--- config.mk ---
export PLATFORM = sky130hd
export DESIGN_NAME = console_link_session_control_flat
export DESIGN_NICKNAME = d
export VERILOG_FILES = /design/src/clsc_pkg.sv /design/src/clsc_if.sv /design/src/clsc_front.sv /design/src/clsc_back.sv /design/src/console_link_session_control.sv /design/src/flat_wrapper.sv
export SDC_FILE = /design/constraint.sdc
export NUM_CORES = 1
export LEC_CHECK = 0
export BUFFER_PORTS_ARGS = -buffer_cell sky130_fd_sc_hd__buf_4
export CORE_MARGIN = 2
export CORE_UTILIZATION = 59
export DETAILED_ROUTE_END_ITERATION = 8
export PLACE_DENSITY_LB_ADDON = 0.08
export REMOVE_ABC_BUFFERS = 1
export SLEW_MARGIN = 10
export SYNTH_ARGS = -nofsm -noshare
export SYNTH_HDL_FRONTEND = slang
export SYNTH_SLANG_ARGS = --single-unit
export TNS_END_PERCENT = 10
--- constraint.sdc ---
create_clock -name clk_i -period 7.1 [get_ports clk_i]
set_clock_uncertainty 0.15 [all_clocks]
set_input_delay 0.71 -clock clk_i [delete_from_list [all_inputs] [get_ports clk_i]]
set_output_delay 0.71 -clock clk_i [all_outputs]
set_load 0.1 [all_outputs]
--- src/clsc_pkg.sv ---
`timescale 1ns / 1ps
`default_nettype none

package clsc_pkg;

  localparam int MaxData    = 1024;
  localparam int MaxCredits = 8;
  localparam int FlushLimit = 4;
  localparam int RevReset   = 1;
  localparam int QDepth     = 2;

  localparam int CmdW    = 2;
  localparam int RevW    = 8;
  localparam int KindW   = 3;
  localparam int LenW    = 16;
  localparam int GrantW  = 16;
  localparam int IpW     = 32;
  localparam int PortW   = 16;
  localparam int AppendW = 11;
  localparam int ActW    = 3;
  localparam int ErrW    = 2;

  localparam int PendW    = $clog2(MaxData + 1);
  localparam int CreditW  = $clog2(MaxCredits + 1);
  localparam int CSumW    = GrantW + 1;
  localparam int CmpW     = (PendW > AppendW) ? PendW : AppendW;
  localparam int FlCntW   = $clog2(FlushLimit + 1);
  localparam int LowRoom  = MaxData / 4;
  localparam int QPtrW    = (QDepth > 1) ? $clog2(QDepth) : 1;
  localparam int QCntW    = $clog2(QDepth + 1);

  typedef enum logic [CmdW-1:0] {
    CMD_PACKET = 2'd0,
    CMD_APPEND = 2'd1,
    CMD_FLUSH  = 2'd2,
    CMD_NONE   = 2'd3
  } cmd_e;

  typedef enum logic [KindW-1:0] {
    K_DATA    = 3'd0,
    K_OPEN    = 3'd1,
    K_RESET   = 3'd2,
    K_CLOSE   = 3'd3,
    K_ERROR   = 3'd4,
    K_STOP    = 3'd5,
    K_START   = 3'd6,
    K_UNKNOWN = 3'd7
  } kind_e;

  typedef enum logic [ActW-1:0] {
    A_DONE    = 3'd0,
    A_DELIVER = 3'd1,
    A_ERROR   = 3'd2,
    A_SEND    = 3'd3,
    A_BLOCKED = 3'd4,
    A_DISCARD = 3'd5
  } act_e;

  typedef enum logic [ErrW-1:0] {
    ERR_BAD_REV    = 2'd0,
    ERR_CONN_RESET = 2'd1,
    ERR_IN_USE     = 2'd2
  } err_e;

  typedef struct packed {
    cmd_e                 cmd;
    logic                 rev_ok;
    logic                 drop;
    kind_e                kind;
    logic [LenW-1:0]      dlen;
    logic [GrantW-1:0]    grant;
    logic [IpW-1:0]       ip;
    logic [PortW-1:0]     port;
    logic [AppendW-1:0]   count;
  } item_t;

  typedef struct packed {
    act_e              action;
    logic [LenW-1:0]   length;
    err_e              error_code;
    logic              session_open;
    logic              stopped;
    logic              last;
  } result_t;

endpackage

`default_nettype wire

--- src/clsc_if.sv ---
`timescale 1ns / 1ps
`default_nettype none

interface clsc_req_if;
  logic                               valid;
  logic                               ready;
  logic [clsc_pkg::CmdW-1:0]          command;
  logic [clsc_pkg::RevW-1:0]          pkt_revision;
  logic [clsc_pkg::KindW-1:0]         pkt_kind;
  logic                               header_short;
  logic [clsc_pkg::LenW-1:0]          payload_bytes;
  logic [clsc_pkg::LenW-1:0]          declared_length;
  logic [clsc_pkg::GrantW-1:0]        credit_grant;
  logic [clsc_pkg::IpW-1:0]           source_ip;
  logic [clsc_pkg::PortW-1:0]         source_port;
  logic [clsc_pkg::AppendW-1:0]       append_count;

  modport source (
    output valid, command, pkt_revision, pkt_kind, header_short, payload_bytes,
           declared_length, credit_grant, source_ip, source_port, append_count,
    input  ready
  );
  modport sink (
    input  valid, command, pkt_revision, pkt_kind, header_short, payload_bytes,
           declared_length, credit_grant, source_ip, source_port, append_count,
    output ready
  );
endinterface

interface clsc_rsp_if;
  logic                         valid;
  logic                         ready;
  logic [clsc_pkg::ActW-1:0]    action;
  logic [clsc_pkg::LenW-1:0]    length;
  logic [clsc_pkg::ErrW-1:0]    error_code;
  logic                         session_open;
  logic                         stopped;
  logic                         last;

  modport source (
    output valid, action, length, error_code, session_open, stopped, last,
    input  ready
  );
  modport sink (
    input  valid, action, length, error_code, session_open, stopped, last,
    output ready
  );
endinterface

interface clsc_cfg_if;
  logic                         valid;
  logic                         ready;
  logic [clsc_pkg::RevW-1:0]    protocol_revision;

  modport source (output valid, protocol_revision, input ready);
  modport sink (input valid, protocol_revision, output ready);
endinterface

`default_nettype wire

--- src/clsc_front.sv ---
`timescale 1ns / 1ps
`default_nettype none

module clsc_front (
  input  logic              clk_i,
  input  logic              rst_ni,
  clsc_req_if.sink          req_i,
  clsc_cfg_if.sink          cfg_i,
  output clsc_pkg::item_t   q_item_o,
  output logic              q_valid_o,
  input  logic              q_pop_i
);

  logic [clsc_pkg::RevW-1:0]  rev_q;
  clsc_pkg::item_t            item_in;
  clsc_pkg::item_t            slot_q [clsc_pkg::QDepth];
  logic [clsc_pkg::QPtrW-1:0] wr_q, wr_d, rd_q, rd_d;
  logic [clsc_pkg::QCntW-1:0] cnt_q, cnt_d;
  logic                       push, pop;

  assign cfg_i.ready = 1'b1;

  always_ff @(posedge clk_i or negedge rst_ni) begin
    if (!rst_ni) begin
      rev_q <= clsc_pkg::RevW'(clsc_pkg::RevReset);
    end else if (cfg_i.valid) begin
      rev_q <= cfg_i.protocol_revision;
    end
  end

  // classify the packet checks that need no session state
  always_comb begin
    item_in.cmd    = clsc_pkg::cmd_e'(req_i.command);
    item_in.rev_ok = (req_i.pkt_revision == rev_q);
    item_in.drop   = req_i.header_short | (req_i.payload_bytes < req_i.declared_length);
    item_in.kind   = clsc_pkg::kind_e'(req_i.pkt_kind);
    item_in.dlen   = req_i.declared_length;
    item_in.grant  = req_i.credit_grant;
    item_in.ip     = req_i.source_ip;
    item_in.port   = req_i.source_port;
    item_in.count  = req_i.append_count;
  end

  assign req_i.ready = (cnt_q != clsc_pkg::QCntW'(clsc_pkg::QDepth));
  assign q_valid_o   = (cnt_q != '0);
  assign q_item_o    = slot_q[rd_q];
  assign push        = req_i.valid & req_i.ready;
  assign pop         = q_pop_i & q_valid_o;

  always_comb begin
    wr_d  = wr_q;
    rd_d  = rd_q;
    cnt_d = cnt_q;
    if (push) begin
      wr_d = (wr_q == clsc_pkg::QPtrW'(clsc_pkg::QDepth - 1)) ? '0 : wr_q + 1'b1;
    end
    if (pop) begin
      rd_d = (rd_q == clsc_pkg::QPtrW'(clsc_pkg::QDepth - 1)) ? '0 : rd_q + 1'b1;
    end
    if (push && !pop) begin
      cnt_d = cnt_q + 1'b1;
    end else if (pop && !push) begin
      cnt_d = cnt_q - 1'b1;
    end
  end

  always_ff @(posedge clk_i or negedge rst_ni) begin
    if (!rst_ni) begin
      wr_q  <= '0;
      rd_q  <= '0;
      cnt_q <= '0;
    end else begin
      wr_q  <= wr_d;
      rd_q  <= rd_d;
      cnt_q <= cnt_d;
    end
  end

  always_ff @(posedge clk_i) begin
    if (push) begin
      slot_q[wr_q] <= item_in;
    end
  end

endmodule

`default_nettype wire

--- src/clsc_back.sv ---
`timescale 1ns / 1ps
`default_nettype none

module clsc_back (
  input  logic              clk_i,
  input  logic              rst_ni,
  input  clsc_pkg::item_t   q_item_i,
  input  logic              q_valid_i,
  output logic              q_pop_o,
  clsc_rsp_if.source        rsp_o
);

  typedef enum logic [5:0] {
    S_IDLE  = 6'b000001,
    S_ERR   = 6'b000010,
    S_FLUSH = 6'b000100,
    S_PKT   = 6'b001000,
    S_APP   = 6'b010000,
    S_DONE  = 6'b100000
  } state_e;

  typedef enum logic [1:0] {
    FC_END    = 2'd0,
    FC_PKT    = 2'd1,
    FC_APPEND = 2'd2
  } ctx_e;

  state_e                         state_q, state_d;
  ctx_e                           ctx_q, ctx_d;
  clsc_pkg::err_e                 err_q, err_d;
  logic                           emitted_q, emitted_d;
  clsc_pkg::item_t                item_q, item_d;
  logic [clsc_pkg::AppendW-1:0]   rem_q, rem_d, acc_q, acc_d;
  logic [clsc_pkg::FlCntW-1:0]    nfl_q, nfl_d;
  logic                           conv_q, conv_d, stop_q, stop_d;
  logic [clsc_pkg::CreditW-1:0]   credit_q, credit_d, credit_add;
  logic [clsc_pkg::PendW-1:0]     pend_q, pend_d, pend_fill;
  logic [clsc_pkg::IpW-1:0]       peer_ip_q, peer_ip_d;
  logic [clsc_pkg::PortW-1:0]     peer_port_q, peer_port_d;
  logic [clsc_pkg::CSumW-1:0]     credit_sum;
  logic [clsc_pkg::CmpW-1:0]      room, take;
  logic                           conflict, pend_zero, low_room, blocked;
  logic                           want, adv, slot_free, emit_fire;
  clsc_pkg::result_t              rslt, out_q;
  logic                           out_valid_q;

  assign slot_free = !out_valid_q || rsp_o.ready;
  assign adv       = !want || slot_free;
  assign emit_fire = want && slot_free;

  always_comb begin
    state_d     = state_q;
    ctx_d       = ctx_q;
    err_d       = err_q;
    emitted_d   = emitted_q;
    item_d      = item_q;
    rem_d       = rem_q;
    acc_d       = acc_q;
    nfl_d       = nfl_q;
    conv_d      = conv_q;
    stop_d      = stop_q;
    credit_d    = credit_q;
    pend_d      = pend_q;
    peer_ip_d   = peer_ip_q;
    peer_port_d = peer_port_q;
    q_pop_o     = 1'b0;
    want        = 1'b0;
    blocked     = 1'b0;

    rslt.action     = clsc_pkg::A_DONE;
    rslt.length     = '0;
    rslt.error_code = clsc_pkg::ERR_BAD_REV;
    rslt.last       = 1'b0;

    conflict   = conv_q && ((item_q.ip != peer_ip_q) || (item_q.port != peer_port_q));
    pend_zero  = (pend_q == '0);
    credit_sum = clsc_pkg::CSumW'(credit_q) + clsc_pkg::CSumW'(item_q.grant);
    credit_add = (credit_sum > clsc_pkg::CSumW'(clsc_pkg::MaxCredits))
               ? clsc_pkg::CreditW'(clsc_pkg::MaxCredits) : credit_sum[clsc_pkg::CreditW-1:0];
    room       = clsc_pkg::CmpW'(clsc_pkg::MaxData) - clsc_pkg::CmpW'(pend_q);
    take       = (clsc_pkg::CmpW'(rem_q) < room) ? clsc_pkg::CmpW'(rem_q) : room;
    pend_fill  = pend_q + take[clsc_pkg::PendW-1:0];
    low_room   = (clsc_pkg::CmpW'(clsc_pkg::MaxData) - clsc_pkg::CmpW'(pend_fill))
               < clsc_pkg::CmpW'(clsc_pkg::LowRoom);

    case (state_q)
      S_IDLE: begin
        if (q_valid_i) begin
          q_pop_o   = 1'b1;
          item_d    = q_item_i;
          emitted_d = 1'b0;
          acc_d     = '0;
          rem_d     = q_item_i.count;
          nfl_d     = '0;
          ctx_d     = FC_END;
          case (q_item_i.cmd)
            clsc_pkg::CMD_PACKET: begin
              if (!q_item_i.rev_ok) begin
                err_d   = clsc_pkg::ERR_BAD_REV;
                state_d = S_ERR;
              end else if (q_item_i.drop) begin
                state_d = S_DONE;
              end else if (q_item_i.kind == clsc_pkg::K_RESET) begin
                err_d   = clsc_pkg::ERR_CONN_RESET;
                ctx_d   = FC_PKT;
                state_d = S_ERR;
              end else begin
                state_d = S_PKT;
              end
            end
            clsc_pkg::CMD_APPEND: state_d = S_APP;
            clsc_pkg::CMD_FLUSH:  state_d = S_FLUSH;
            default:              state_d = S_DONE;
          endcase
        end
      end
      S_ERR: begin
        want            = 1'b1;
        emitted_d       = 1'b1;
        rslt.action     = clsc_pkg::A_ERROR;
        rslt.error_code = err_q;
        rslt.last       = pend_zero && ((ctx_q == FC_END) || !conflict);
        state_d         = S_FLUSH;
      end
      S_FLUSH: begin
        if (!pend_zero) begin
          want        = 1'b1;
          emitted_d   = 1'b1;
          rslt.length = clsc_pkg::LenW'(pend_q);
          if (!conv_q) begin
            rslt.action = clsc_pkg::A_DISCARD;
            pend_d      = '0;
          end else if (stop_q || (credit_q == '0)) begin
            rslt.action = clsc_pkg::A_BLOCKED;
            blocked     = 1'b1;
          end else begin
            rslt.action = clsc_pkg::A_SEND;
            credit_d    = credit_q - 1'b1;
            pend_d      = '0;
          end
        end
        case (ctx_q)
          FC_PKT: begin
            rslt.last = !conflict;
            state_d   = S_PKT;
          end
          FC_APPEND: begin
            rslt.last = 1'b0;
            state_d   = blocked ? S_DONE : S_APP;
          end
          default: begin
            rslt.last = 1'b1;
            state_d   = (!pend_zero || emitted_q) ? S_IDLE : S_DONE;
          end
        endcase
      end
      S_PKT: begin
        if (conflict) begin
          err_d   = clsc_pkg::ERR_IN_USE;
          ctx_d   = FC_END;
          state_d = S_ERR;
        end else begin
          state_d = emitted_q ? S_IDLE : S_DONE;
          case (item_q.kind)
            clsc_pkg::K_DATA: begin
              credit_d = credit_add;
              if (!conv_q) begin
                conv_d      = 1'b1;
                peer_ip_d   = item_q.ip;
                peer_port_d = item_q.port;
              end
              want        = 1'b1;
              emitted_d   = 1'b1;
              rslt.action = clsc_pkg::A_DELIVER;
              rslt.length = item_q.dlen;
              rslt.last   = 1'b1;
              state_d     = S_IDLE;
            end
            clsc_pkg::K_OPEN, clsc_pkg::K_RESET: begin
              conv_d      = 1'b1;
              credit_d    = credit_add;
              peer_ip_d   = item_q.ip;
              peer_port_d = item_q.port;
            end
            clsc_pkg::K_CLOSE: conv_d = 1'b0;
            clsc_pkg::K_STOP:  stop_d = 1'b1;
            clsc_pkg::K_START: stop_d = 1'b0;
            default: ;
          endcase
        end
      end
      S_APP: begin
        if ((rem_q == '0) || (nfl_q == clsc_pkg::FlCntW'(clsc_pkg::FlushLimit))) begin
          state_d = S_DONE;
        end else begin
          pend_d = pend_fill;
          rem_d  = rem_q - take[clsc_pkg::AppendW-1:0];
          acc_d  = acc_q + take[clsc_pkg::AppendW-1:0];
          if (low_room) begin
            nfl_d   = nfl_q + 1'b1;
            ctx_d   = FC_APPEND;
            state_d = S_FLUSH;
          end
        end
      end
      S_DONE: begin
        want        = 1'b1;
        rslt.action = clsc_pkg::A_DONE;
        rslt.length = clsc_pkg::LenW'(acc_q);
        rslt.last   = 1'b1;
        state_d     = S_IDLE;
      end
      default: state_d = S_IDLE;
    endcase

    rslt.session_open = conv_d;
    rslt.stopped      = stop_d;
  end

  always_ff @(posedge clk_i or negedge rst_ni) begin
    if (!rst_ni) begin
      state_q     <= S_IDLE;
      ctx_q       <= FC_END;
      err_q       <= clsc_pkg::ERR_BAD_REV;
      emitted_q   <= 1'b0;
      rem_q       <= '0;
      acc_q       <= '0;
      nfl_q       <= '0;
      conv_q      <= 1'b0;
      stop_q      <= 1'b0;
      credit_q    <= '0;
      pend_q      <= '0;
      peer_ip_q   <= '0;
      peer_port_q <= '0;
    end else if (adv) begin
      state_q     <= state_d;
      ctx_q       <= ctx_d;
      err_q       <= err_d;
      emitted_q   <= emitted_d;
      rem_q       <= rem_d;
      acc_q       <= acc_d;
      nfl_q       <= nfl_d;
      conv_q      <= conv_d;
      stop_q      <= stop_d;
      credit_q    <= credit_d;
      pend_q      <= pend_d;
      peer_ip_q   <= peer_ip_d;
      peer_port_q <= peer_port_d;
    end
  end

  always_ff @(posedge clk_i) begin
    if (adv) begin
      item_q <= item_d;
    end
  end

  // output register, decouples the sequencer from the receiver
  always_ff @(posedge clk_i or negedge rst_ni) begin
    if (!rst_ni) begin
      out_valid_q <= 1'b0;
    end else if (emit_fire) begin
      out_valid_q <= 1'b1;
    end else if (rsp_o.ready) begin
      out_valid_q <= 1'b0;
    end
  end

  always_ff @(posedge clk_i) begin
    if (emit_fire) begin
      out_q <= rslt;
    end
  end

  assign rsp_o.valid        = out_valid_q;
  assign rsp_o.action       = out_q.action;
  assign rsp_o.length       = out_q.length;
  assign rsp_o.error_code   = out_q.error_code;
  assign rsp_o.session_open = out_q.session_open;
  assign rsp_o.stopped      = out_q.stopped;
  assign rsp_o.last         = out_q.last;

endmodule

`default_nettype wire

--- src/console_link_session_control.sv ---
// Session control for one network console channel.
// req_i takes one beat per event: a received packet header, an append of
// output bytes or a flush request. rsp_o gives one to five result beats per
// event, in order; the final beat of each event has last set.
// cfg_i writes the protocol revision that received headers must carry; it
// is always ready. The user must write it only while no event is in
// flight; the block itself does not enforce this.
// A front stage checks revision and length and places the event in a
// two-entry queue; a back sequencer owns the session state and writes its
// results, one at a time, into an output register.
// The sequencer takes the next event from the queue only once it is back
// in idle, and each event walks through the packet, append, error, flush
// and done steps that it needs. Each beat is registered in the queue and
// the sequencer, and each result in the output register.
// req_i keeps accepting while the queue has room, also while a result
// waits on rsp_o. A stalled receiver holds the result beat and the
// sequencer, and the queue then fills and drops req_i.ready.
// Reset clears the session, stop flag, credits, pending bytes and peer, and
// sets the revision to 1.
`timescale 1ns / 1ps
`default_nettype none

module console_link_session_control (
  input  logic        clk_i,
  input  logic        rst_ni,
  clsc_req_if.sink    req_i,
  clsc_cfg_if.sink    cfg_i,
  clsc_rsp_if.source  rsp_o
);

  clsc_pkg::item_t q_item;
  logic            q_valid;
  logic            q_pop;

  clsc_front u_front (
    .clk_i     (clk_i),
    .rst_ni    (rst_ni),
    .req_i     (req_i),
    .cfg_i     (cfg_i),
    .q_item_o  (q_item),
    .q_valid_o (q_valid),
    .q_pop_i   (q_pop)
  );

  clsc_back u_back (
    .clk_i     (clk_i),
    .rst_ni    (rst_ni),
    .q_item_i  (q_item),
    .q_valid_i (q_valid),
    .q_pop_o   (q_pop),
    .rsp_o     (rsp_o)
  );

  a_deliver_open: assert property (@(posedge clk_i) disable iff (!rst_ni)
    (rsp_o.valid && (rsp_o.action == clsc_pkg::A_DELIVER)) |-> rsp_o.session_open)
    else $error("deliver reported without an open session");

  a_send_allowed: assert property (@(posedge clk_i) disable iff (!rst_ni)
    (rsp_o.valid && (rsp_o.action == clsc_pkg::A_SEND)) |-> (rsp_o.session_open && !rsp_o.stopped))
    else $error("data sent while closed or stopped");

  a_done_last: assert property (@(posedge clk_i) disable iff (!rst_ni)
    (rsp_o.valid && (rsp_o.action == clsc_pkg::A_DONE)) |-> rsp_o.last)
    else $error("done beat not marked last");

  a_err_code: assert property (@(posedge clk_i) disable iff (!rst_ni)
    (rsp_o.valid && (rsp_o.action != clsc_pkg::A_ERROR)) |-> (rsp_o.error_code == clsc_pkg::ERR_BAD_REV))
    else $error("error code set on a non-error beat");

endmodule

`default_nettype wire

--- src/flat_wrapper.sv ---
// flat-port wrapper written by rule: the top's interface ports become plain ports
module console_link_session_control_flat 
  (clk_i, rst_ni, req_i_valid, req_i_command, req_i_pkt_revision, req_i_pkt_kind, req_i_header_short, req_i_payload_bytes, req_i_declared_length, req_i_credit_grant, req_i_source_ip, req_i_source_port, req_i_append_count, req_i_ready, cfg_i_valid, cfg_i_protocol_revision, cfg_i_ready, rsp_o_valid, rsp_o_action, rsp_o_length, rsp_o_error_code, rsp_o_session_open, rsp_o_stopped, rsp_o_last, rsp_o_ready);
  clsc_req_if req_i_i ();
  clsc_cfg_if cfg_i_i ();
  clsc_rsp_if rsp_o_i ();
  input  logic clk_i;
  input  logic rst_ni;
  input wire logic [$bits(req_i_i.valid)-1:0] req_i_valid;
  input wire logic [$bits(req_i_i.command)-1:0] req_i_command;
  input wire logic [$bits(req_i_i.pkt_revision)-1:0] req_i_pkt_revision;
  input wire logic [$bits(req_i_i.pkt_kind)-1:0] req_i_pkt_kind;
  input wire logic [$bits(req_i_i.header_short)-1:0] req_i_header_short;
  input wire logic [$bits(req_i_i.payload_bytes)-1:0] req_i_payload_bytes;
  input wire logic [$bits(req_i_i.declared_length)-1:0] req_i_declared_length;
  input wire logic [$bits(req_i_i.credit_grant)-1:0] req_i_credit_grant;
  input wire logic [$bits(req_i_i.source_ip)-1:0] req_i_source_ip;
  input wire logic [$bits(req_i_i.source_port)-1:0] req_i_source_port;
  input wire logic [$bits(req_i_i.append_count)-1:0] req_i_append_count;
  output wire logic [$bits(req_i_i.ready)-1:0] req_i_ready;
  input wire logic [$bits(cfg_i_i.valid)-1:0] cfg_i_valid;
  input wire logic [$bits(cfg_i_i.protocol_revision)-1:0] cfg_i_protocol_revision;
  output wire logic [$bits(cfg_i_i.ready)-1:0] cfg_i_ready;
  output wire logic [$bits(rsp_o_i.valid)-1:0] rsp_o_valid;
  output wire logic [$bits(rsp_o_i.action)-1:0] rsp_o_action;
  output wire logic [$bits(rsp_o_i.length)-1:0] rsp_o_length;
  output wire logic [$bits(rsp_o_i.error_code)-1:0] rsp_o_error_code;
  output wire logic [$bits(rsp_o_i.session_open)-1:0] rsp_o_session_open;
  output wire logic [$bits(rsp_o_i.stopped)-1:0] rsp_o_stopped;
  output wire logic [$bits(rsp_o_i.last)-1:0] rsp_o_last;
  input wire logic [$bits(rsp_o_i.ready)-1:0] rsp_o_ready;
  assign req_i_i.valid = req_i_valid;
  assign req_i_i.command = req_i_command;
  assign req_i_i.pkt_revision = req_i_pkt_revision;
  assign req_i_i.pkt_kind = req_i_pkt_kind;
  assign req_i_i.header_short = req_i_header_short;
  assign req_i_i.payload_bytes = req_i_payload_bytes;
  assign req_i_i.declared_length = req_i_declared_length;
  assign req_i_i.credit_grant = req_i_credit_grant;
  assign req_i_i.source_ip = req_i_source_ip;
  assign req_i_i.source_port = req_i_source_port;
  assign req_i_i.append_count = req_i_append_count;
  assign req_i_ready = req_i_i.ready;
  assign cfg_i_i.valid = cfg_i_valid;
  assign cfg_i_i.protocol_revision = cfg_i_protocol_revision;
  assign cfg_i_ready = cfg_i_i.ready;
  assign rsp_o_valid = rsp_o_i.valid;
  assign rsp_o_action = rsp_o_i.action;
  assign rsp_o_length = rsp_o_i.length;
  assign rsp_o_error_code = rsp_o_i.error_code;
  assign rsp_o_session_open = rsp_o_i.session_open;
  assign rsp_o_stopped = rsp_o_i.stopped;
  assign rsp_o_last = rsp_o_i.last;
  assign rsp_o_i.ready = rsp_o_ready;
  console_link_session_control u_core (.clk_i(clk_i), .rst_ni(rst_ni), .req_i(req_i_i), .cfg_i(cfg_i_i), .rsp_o(rsp_o_i));
endmodule
==> results of run 1 <==
## per-stage QoR
stage	total power [mW]	setup WS, ps	instance area, sq um	cells	hold slack [ps]
after CTS	11.97	1007	22120	1986	122.9
after global routing	12.83	432.3	22120	1986	154.0
after global placement	9.537	1195	20680	1908	305.7
final	11.95	956.4	22120	1986	110.2
after floorplan	8.297	263.8	18870	1336	264.4
after detailed placement	9.647	1025	20680	1908	308.4
## routing by layer
metal,track usage,share of wire
met1,0.3303,0.44
met2,0.3876,0.47
met3,0.04695,0.060
met4,0.08736,0.031
met5,0,0.00033
## synthesized netlist by cell type, types with 3 or more instances
master	number	area (sq um)
a2111oi_0	3	26.28
dfrtp_1	112	2803
a31oi_1	13	81.33
xor2_1	62	543.0
and3b_1	7	61.31
a311oi_1	4	35.03
mux2_4	20	300.3
or3_1	10	62.56
a211oi_1	7	52.55
nor2b_1	7	43.79
mux2_2	125	1408
or2_2	4	25.02
nand2_1	62	232.7
nand3_1	20	100.1
and3_1	7	43.79
o22a_1	3	26.28
o211ai_1	3	22.52
edfxtp_1	303	9099
nand2b_1	10	62.56
o21bai_1	8	60.06
inv_1	77	289.0
ha_1	68	850.8
mux2i_1	19	190.2
o21ai_0	67	335.3
and2_1	14	87.58
o31ai_1	9	67.56
nor3_1	20	100.1
nand3b_1	6	45.04
o22ai_1	3	18.77
o41ai_1	5	43.79
nor2_1	70	262.8
a21oi_1	39	195.2
nor4_1	23	143.9
xnor2_1	29	254.0
buf_2	3	15.01
nand4_1	12	75.07
o31a_1	3	26.28
fa_1	4	80.08
a41oi_1	3	26.28
a222oi_1	11	110.1
clkbuf_1	33	123.9
a21o_1	28	210.2
## worst max-delay path, stage by stage, from the launching register on
cell	delay [ps]
dfrtp_1	420
inv_1	120
ha_1	180
nor3b_2	340
nand2_1	130
or3_1	340
xor2_1	130
inv_1	70
ha_1	290
a21oi_1	60
o21ai_0	420
a21oi_1	250
o21ai_0	430
ha_1	260
inv_1	70
fa_1	400
nand2b_1	200
a211oi_1	440
o31a_1	230
o2111ai_1	180
nor4_1	290
and3_1	300
o211ai_1	130
mux2i_1	220
## worst paths after layout
check / from / to / slack (ps) / cells past startpoint
max: u_core.u_back.pend_q[1] / u_core.u_back.nfl_q[2] / 960 / 23
min: rst_ni / u_core.u_front.rev_q[6] / 110 / 1
max reg2reg: u_core.u_back.pend_q[1] / u_core.u_back.nfl_q[2] / 960 / 23
min reg2reg: u_core.u_back.err_q[0] / u_core.u_back.err_q[0] / 320 / 1
max in group asynchronous: rst_ni / u_core.u_back.peer_ip_q[14] / 5400 / 2
min in group clk_i: req_i_source_ip[4] / u_core.u_front.slot_q[1][31] / 190 / 1
## state kept, by name, indices dropped and copies added (netlist names), 2 cells and up
register and count:
u_core.u_back.item_q 83, u_core.u_back.acc_q 11, u_core.u_front.slot_q 196, u_core.u_back.credit_q 4, u_core.u_back.rem_q 11, u_core.u_back.ctx_q 2, u_core.u_front.cnt_q 2, u_core.u_back.peer_port_q 16
u_core.u_back.rsp_o.error_code 2, u_core.u_back.nfl_q 3, u_core.u_back.err_q 2, u_core.u_back.pend_q 11, u_core.u_back.rsp_o.action 3, u_core.u_back.state_q 6, u_core.u_front.rev_q 8, u_core.u_back.peer_ip_q 32
u_core.u_back.rsp_o.length 16
## cell type report
type	instances	share of cell area
Inverter	78	0.01324
Clock buffer	55	0.05204
Multi-Input combinational cell	841	0.3006
Timing Repair Buffer	170	0.05770
Tap cell	402	0.02274
Sequential cell	417	0.5406
Clock inverter	23	0.01301
## cells by family after synthesis
group | Yosys count
other | 1
and+or+nand+nor | 287
DFF | 417
AOI/OAI and AO/OA | 226
buffers and inverters | 118
adders and majority gates | 72
xor gates and xnor gates | 91
muxes | 164
## power groups by stage
| stage | clock network, mW | logic (mW) | registers [mW] |
|---|---|---|---|
| after global placement | 0 | 5.39 | 4.15 |
| after detailed placement | 0 | 5.46 | 4.19 |
| after CTS | 2.32 | 5.50 | 4.15 |
| final | 2.27 | 5.53 | 4.15 |
| after global routing | 2.42 | 6.17 | 4.25 |
| after floorplan | 0 | 3.94 | 4.35 |
==> results.yml, run 1 <==
detailed_routing:
  viasPerCell: 5.883
  drtPass1Iterations: 7
  drcViolationCount: 0
  num_vias: 11680
  ant_nets: 0
  routed_wl_um: 39230
  drtIter0Drc: 899
  wl_per_cell_um: 19.75
clock_network:
  cts_tree: "yes"
  cts_buffers: 42
  path_clk_slew_ps: 60
  insertion_delay_ps: 560
  root_buffer: "clkbuf_16"
  ctsHoldBuffers: 0
  post-cts-setup-buffers: 0
  cts.path.max_buffers: 3
  htree_levels: 2
  ctsResizeCount: 0
  numClockSinks: 417
worst_setup_path:
  start_kind: "flip-flop"
  cp_max_fo: 7
  critPathCaptureType: "flip-flop"
  path_class: "flip-flop to flip-flop"
  crit_required_ps: 7410
  worst_ep_arrival_time_ps: 6450
power:
  power_density_nw_per_um2: 540.1
  combPwrFrac: 0.463
  internal_power_mw: 7.162
  p_leak_nw: 9.162
  p_clk_frac: 0.190
  ir_drop_mv: 0.3839
  power_frac_seq: 0.347
  switching_share: 0.4004
  power.switching_mw: 4.783
logic_synthesis:
  synth-simple-area-share: 0.07830
  synth_xor_area_frac: 0.04184
  syn_area_sq_um: 19050
  ys_seq_area_frac: 0.6276
  avgSynthCellArea_sq_um: 13.84
  ys_ff_latch: 417
  yosys_warnings: 0
  synth_top_family_by_area: "multiplexers"
  synthMuxAreaShare: 0.09965
  syn_inst: 1376
  synthDistinctLibCells: 73
  synth_edf_count: 303
  ys.flop_type: "edfxtp_1"
  synth_compound_area_frac: 0.07889
  synth-async-reset-ratio: 0.2734
  yosys.area_share.adder: 0.04887
finish:
  syn2layout_area_growth_pct: 16.12
  final_common_cell: "edfxtp_1"
  n_antenna_cell: 0
  finalCoreUtilization: 0.6991
  fin_nets: 1756
  multi_input_comb_area_sq_um: 6649
  final_cell_mix: "edfxtp_1 (303), buf_4 (170), mux2_2 (125)"
  drive_gt1_frac: 0.2532
  nFillCells: 2200
  regArea_sq_um: 11960
hold_path:
  hold_path.class: "input pin to asynchronous set/reset pin"
floorplan:
  die_h_um: 183.7
  start_util: 0.6021
  coreArea_sq_um: 31640
  die-area_sq_um: 33740
  fp.dieW_um: 183.7
  placementRows: 65
  ioPinCount: 161
sta:
  fin_setup_tns_ps: 0
  finalCritPeriodShare: 0.8653
  drv_slew: 0
  grt_setup_unrepaired: "no"
  maxSlewHeadroom: 0.2827
  max_freq_mhz: 162.8
  min_period_ps: 6144
  hold_violations: 0
  tightest_slew_ps: 1075
  setup_viol: 0
placed_design:
  port_buffers: 159
  gp_congestion: 0.8830
  dp_hpwl_um: 26550
run_status:
  status: "complete, no violations"
global_route:
  gr-total-overflow: 0
  grt_start_max_net_pins: 62
  grtUsageTotal: 0.2411
  grt_pass1_vias: 11950
  antenna_found_initial: 1
  grt_first_pass_wirelength_um: 63160
flow_run:
  maxCapViolCount: 0
Power figures use the tool's default switching activity.
==> run 2: changes to the inputs <==
- BUFFER_PORTS_ARGS: -buffer_cell sky130_fd_sc_hd__buf_4 -> -buffer_cell sky130_fd_sc_hd__buf_2
==> results.yml, run 2 (synthesis gave the netlist of run 1 again) <==
clock_network:
  htree_levels: 2
  cts_buffers: 43
  root_buffer: "clkbuf_16"
  insertion_delay_ps: 560
  numClockSinks: 417
  path_clk_slew_ps: 70
  cts_tree: "yes"
  cts.path.max_buffers: 3
  ctsHoldBuffers: 0
  post-cts-setup-buffers: 0
  ctsResizeCount: 0
detailed_routing:
  drtIter0Drc: 789
  num_vias: 11600
  drtPass1Iterations: 8
  viasPerCell: 5.830
  wl_per_cell_um: 19.77
  routed_wl_um: 39320
  ant_nets: 0
  drcViolationCount: 0
worst_setup_path:
  cp_slowest_stage_delay_ps: 430
  r2r-start: "u_core.u_back.pend_q[1]"
  start_kind: "flip-flop"
  worst_ep_arrival_time_ps: 6420
  path_class: "flip-flop to flip-flop"
  worstPathCellList: "inv_1 > ha_1 > nor3b_2 > nand2_1 > or3_1 > xor2_1 > inv_1 > ha_1 > a21oi_1 > o21ai_0 > a21oi_1 > o21ai_0 > ha_1 > inv_1 > fa_1 > nand2b_1 > a211oi_1 > o31a_1 > o2111ai_1 > nor4_1 > and3_1 > nor3_1 > a2bb2oi_1"
  critPathCaptureType: "flip-flop"
  cp_max_fo: 6
  crit_required_ps: 7370
  crit_slowest_cell: "dfrtp_1"
  path_delay_family: "compound AO/OA/AOI/OAI gates"
  startpoint: "u_core.u_back.pend_q[1]"
  cp_num_buf_inv: 3
finish:
  nFillCells: 2275
  top_regs: "u_core.u_front.slot_q: 196 flops, u_core.u_back.item_q: 83 flops, u_core.u_back.peer_ip_q: 32 flops"
  layout.cells.non_filler: 1989
  drive_gt1_frac: 0.2528
  final_cell_mix: "edfxtp_1 (303), buf_2 (158), mux2_2 (125)"
  largest_reg_flops: 196
  finalCoreUtilization: 0.6867
  syn2layout_area_growth_pct: 14.05
  fin_nets: 1759
  final_common_cell: "edfxtp_1"
  top_register: "u_core.u_front.slot_q"
power:
  power_density_nw_per_um2: 548.6
  ir_drop_mv: 0.3488
  power.switching_mw: 4.774
  switching_share: 0.4006
  power_frac_seq: 0.350
  internal_power_mw: 7.144
  p_leak_nw: 9.038
  combPwrFrac: 0.458
  p_clk_frac: 0.191
sta:
  maxSlewHeadroom: 0.2848
  worst_slack_ps: 955.5
  max_freq_mhz: 162.7
  setup_viol: 0
  min_period_ps: 6145
  drv_slew: 0
  finalCritPeriodShare: 0.8654
  hold_violations: 0
  fin_setup_tns_ps: 0
  tightest_slew_ps: 1072
  grt_setup_unrepaired: "no"
placed_design:
  dp_hpwl_um: 26550
  port_buffers: 159
  place_inst: 1910
  gp_congestion: 0.9027
  dp_slack_ps: 1060
floorplan:
  placementRows: 65
  die_h_um: 183.7
  ioPinCount: 161
  coreArea_sq_um: 31640
  die-area_sq_um: 33740
  start_util: 0.6021
  fp.dieW_um: 183.7
global_route:
  grt_start_max_net_pins: 72
  grt_pass1_vias: 11540
  gr-total-overflow: 0
  grtUsageTotal: 0.2379
  antenna_found_initial: 3
  grt_first_pass_wirelength_um: 61960
flow_run:
  maxCapViolCount: 0
run_status:
  status: "complete, no violations"
hold_path:
  hold_path.class: "input pin to asynchronous set/reset pin"
==> run 2: changes by cell type in the layout (fill, tap and decap cells not counted) <==
cell        previous run  this run
buf_2                  0       158
buf_4                170        14
clkinvlp_4             4         1
clkbuf_8               3         1
clkinv_1               5         7
clkinv_4               0         2
bufinv_16              5         6
clkinv_16              1         0
diode_2                0         1
inv_6                  1         2
==> run 2: path summary, 6_finish.rpt <==
path                                               end  slack, ps  cells after the start
setup / recovery                u_core.u_back.nfl_q[0]        960                     23
hold / removal                 u_core.u_front.rev_q[5]         50                      1
max in group asynchronous  u_core.u_back.peer_ip_q[20]       5340                      2
setup reg to reg                u_core.u_back.nfl_q[0]        960                     23
hold reg to reg                 u_core.u_back.err_q[0]        330                      1
min in group clk_i         u_core.u_front.slot_q[0][6]        190                      1
==> run 2: area by class of cell <==
class | count | area (sq um) | area share
antenna | 1 | 2.502 | 0.0001152
clock inverter | 25 | 299.0 | 0.01377
sequential | 417 | 11960 | 0.5505
inverter | 78 | 292.8 | 0.01348
timing repair buffer | 172 | 895.9 | 0.04124
multi-input combinational | 841 | 6649 | 0.3061
tap | 402 | 503.0 | 0.02315
clock buffer | 53 | 1124 | 0.05172
==> run 2: worst register-to-register path, cell delays in order (launching register included) <==
cell	delay (ps)
dfrtp_1	430
inv_1	130
ha_1	180
nor3b_2	370
nand2_1	140
or3_1	340
xor2_1	130
inv_1	70
ha_1	290
a21oi_1	60
o21ai_0	400
a21oi_1	230
o21ai_0	430
ha_1	260
inv_1	60
fa_1	390
nand2b_1	200
a211oi_1	420
o31a_1	220
o2111ai_1	160
nor4_1	290
and3_1	330
nor3_1	130
a2bb2oi_1	200
==> run 2: power groups by stage <==
stage | Clock, mW | Sequential, mW | Combinational [mW]
floorplan | 0 | 4.35 | 3.94
detailed placement | 0 | 4.21 | 5.41
CTS | 2.33 | 4.17 | 5.44
global route | 2.43 | 4.26 | 6.08
global placement | 0 | 4.17 | 5.34
finish | 2.28 | 4.17 | 5.46
==> run 2: metal layers <==
metal / track usage / share of wire / vias up
li1: - / - / 5497
met1: 0.3263 / 0.44 / 5739
met2: 0.3902 / 0.48 / 286
met3: 0.04517 / 0.055 / 70
met4: 0.07040 / 0.022 / 4
met5: 0 / 0.00048 / -
==> run 2: per-stage QoR <==
| stage | hold slack (ps) | area (sq um) | power [mW] |
|---|---|---|---|
| floorplan | 264.4 | 18870 | 8.297 |
| global placement | 307.3 | 20300 | 9.518 |
| detailed placement | 315.6 | 20300 | 9.617 |
| CTS | 53.54 | 21720 | 11.94 |
| global route | 91.45 | 21720 | 12.77 |
| finish | 45.08 | 21720 | 11.92 |
==> run 3: changes to the inputs <==
- CORE_UTILIZATION: 59 -> 39
==> results.yml, run 3 (synthesis gave the netlist of run 1 again) <==
run_status:
  status: "complete, no violations"
worst_setup_path:
  cp_max_fo: 7
  worst_ep_arrival_time_ps: 6480
  critPathCaptureType: "flip-flop"
  r2r_end: "u_core.u_back.state_q[2]"
  crit_required_ps: 7420
  worstPathCellList: "inv_1 > ha_1 > nor3b_2 > nand2_1 > or3_1 > xor2_1 > inv_1 > ha_1 > a21oi_1 > o21ai_0 > a21oi_1 > o21ai_0 > ha_1 > inv_1 > fa_1 > nand2b_1 > a211oi_1 > o31a_1 > o2111ai_1 > nor4_1 > and3_1 > nor3_1 > a311oi_1"
  path_delay_family: "compound AO/OA/AOI/OAI gates"
  cp_slowest_stage_delay_ps: 460
  path_class: "flip-flop to flip-flop"
  start_kind: "flip-flop"
  r2r-start: "u_core.u_back.pend_q[0]"
  r2r_cells: 23
  startpoint: "u_core.u_back.pend_q[0]"
  cp_num_buf_inv: 3
  r2r_slack_ps: 940
  crit_slowest_cell: "o21ai_0"
global_route:
  grt_pass1_vias: 11760
  gr-total-overflow: 0
  grtUsageTotal: 0.1742
  gr-usage-met3: 0.03429
  met1_usage: 0.2417
  grt_first_pass_wirelength_um: 67520
  gr-usage-met2: 0.2807
  top_usage_layer: "met2"
  grt_start_max_net_pins: 72
  antenna_found_initial: 0
detailed_routing:
  ant_nets: 0
  routed_wl_um: 43080
  drtPass1Iterations: 8
  wl_per_cell_um: 19.51
  drtIter0Drc: 689
  num_vias: 11470
  viasPerCell: 5.194
  drcViolationCount: 0
clock_network:
  ctsResizeCount: 0
  post-cts-setup-buffers: 0
  htree_levels: 2
  cts_buffers: 47
  root_buffer: "clkbuf_16"
  cts_tree: "yes"
  cts.path.max_buffers: 3
  numClockSinks: 417
  ctsHoldBuffers: 0
  path_clk_slew_ps: 60
  insertion_delay_ps: 590
floorplan:
  placementRows: 80
  die-area_sq_um: 50620
  coreArea_sq_um: 47950
  die_h_um: 225.0
  start_util: 0.3973
  fp.dieW_um: 225.0
  ioPinCount: 161
sta:
  finalCritPeriodShare: 0.8670
  drv_slew: 0
  tightest_slew_ps: 1084
  grt_setup_unrepaired: "no"
  setup_viol: 0
  max_freq_mhz: 162.4
  fin_setup_tns_ps: 0
  maxSlewHeadroom: 0.2759
  hold_violations: 0
  timing.hold.ws_ps: 77.45
  min_period_ps: 6156
finish:
  drive_gt1_frac: 0.2505
  top_register: "u_core.u_front.slot_q"
  largest_reg_flops: 196
  n_antenna_cell: 0
  fin_nets: 1761
  top_regs: "u_core.u_front.slot_q: 196 flops, u_core.u_back.item_q: 83 flops, u_core.u_back.peer_ip_q: 32 flops"
  final_cell_mix: "edfxtp_1 (303), buf_2 (158), mux2_2 (125)"
  regArea_sq_um: 11960
  nFillCells: 4350
  final_common_cell: "edfxtp_1"
  multi_input_comb_area_sq_um: 6646
  layout.cells.non_filler: 2208
  syn2layout_area_growth_pct: 15.68
power:
  p_leak_nw: 9.045
  power_frac_seq: 0.345
  switching_share: 0.4065
  p_clk_frac: 0.192
  internal_power_mw: 7.134
  ir_drop_mv: 0.2746
  power.switching_mw: 4.886
  power_density_nw_per_um2: 545.5
  combPwrFrac: 0.463
placed_design:
  place_inst: 2121
  dp_hpwl_um: 28920
  port_buffers: 159
  gp_congestion: 0.8611
flow_run:
  maxCapViolCount: 0
hold_path:
  hold_path.class: "input pin to asynchronous set/reset pin"
-- run 3: changes by cell type in the layout (fill, tap and decap cells not counted), sizes merged --
cell / delta
inv: -3
bufinv: -4
diode: -1
clkinv: +3
clkinvlp: +1
clkbuf: +12
buf: -2
-- run 3: power by group through the flow --
stage          registers (mW)  clock network [mW]  logic [mW]
6_report                 4.15                2.31        5.57
5_1_grt                  4.26                2.48        6.26
4_1_cts                  4.17                2.38        5.60
3_5_place_dp             4.20                   0        5.57
3_3_place_gp             4.18                   0        5.55
2_1_floorplan            4.35                   0        3.94
-- run 3: worst max-delay path by stage --
stage / to / slack, ps / depth (start not counted)
floorplan: u_core.u_back.rem_q[10] / 260 / 5
global placement: u_core.u_back.nfl_q[1] / 1200 / 22
detailed placement: u_core.u_back.nfl_q[1] / 1050 / 23
CTS: u_core.u_back.state_q[2] / 990 / 23
global route: u_core.u_back.state_q[2] / 380 / 23
finish: u_core.u_back.state_q[2] / 940 / 23
-- run 3: metrics by stage --
| stage | power [mW] | cell area (sq um) | util | worst slack (ps) |
|---|---|---|---|---|
| floorplan | 8.297 | 18870 | - | 263.8 |
| global placement | 9.734 | 20560 | 0.4288 | 1199 |
| detailed placement | 9.772 | 20560 | 0.4288 | 1048 |
| CTS | 12.16 | 22030 | 0.4596 | 991.2 |
| global route | 13.00 | 22030 | 0.4596 | 383.7 |
| finish | 12.02 | 22030 | 0.4596 | 944.0 |
-- run 3: layer usage --
| metal | vias up | part of all wire | wire (um) |
|---|---|---|---|
| li1 | 5507 | - | - |
| met1 | 5678 | 0.47 | 20250 |
| met2 | 226 | 0.46 | 19960 |
| met3 | 58 | 0.047 | 2044 |
| met4 | 0 | 0.019 | 825 |
| met5 | - | 0 | 0 |
-- run 3: area by class of cell --
type | count | share of cell area
inverter | 78 | 0.01329
sequential | 417 | 0.5427
multi-input combinational | 841 | 0.3016
timing repair buffer | 170 | 0.04055
clock buffer | 65 | 0.05786
clock inverter | 22 | 0.009029
tap | 615 | 0.03492
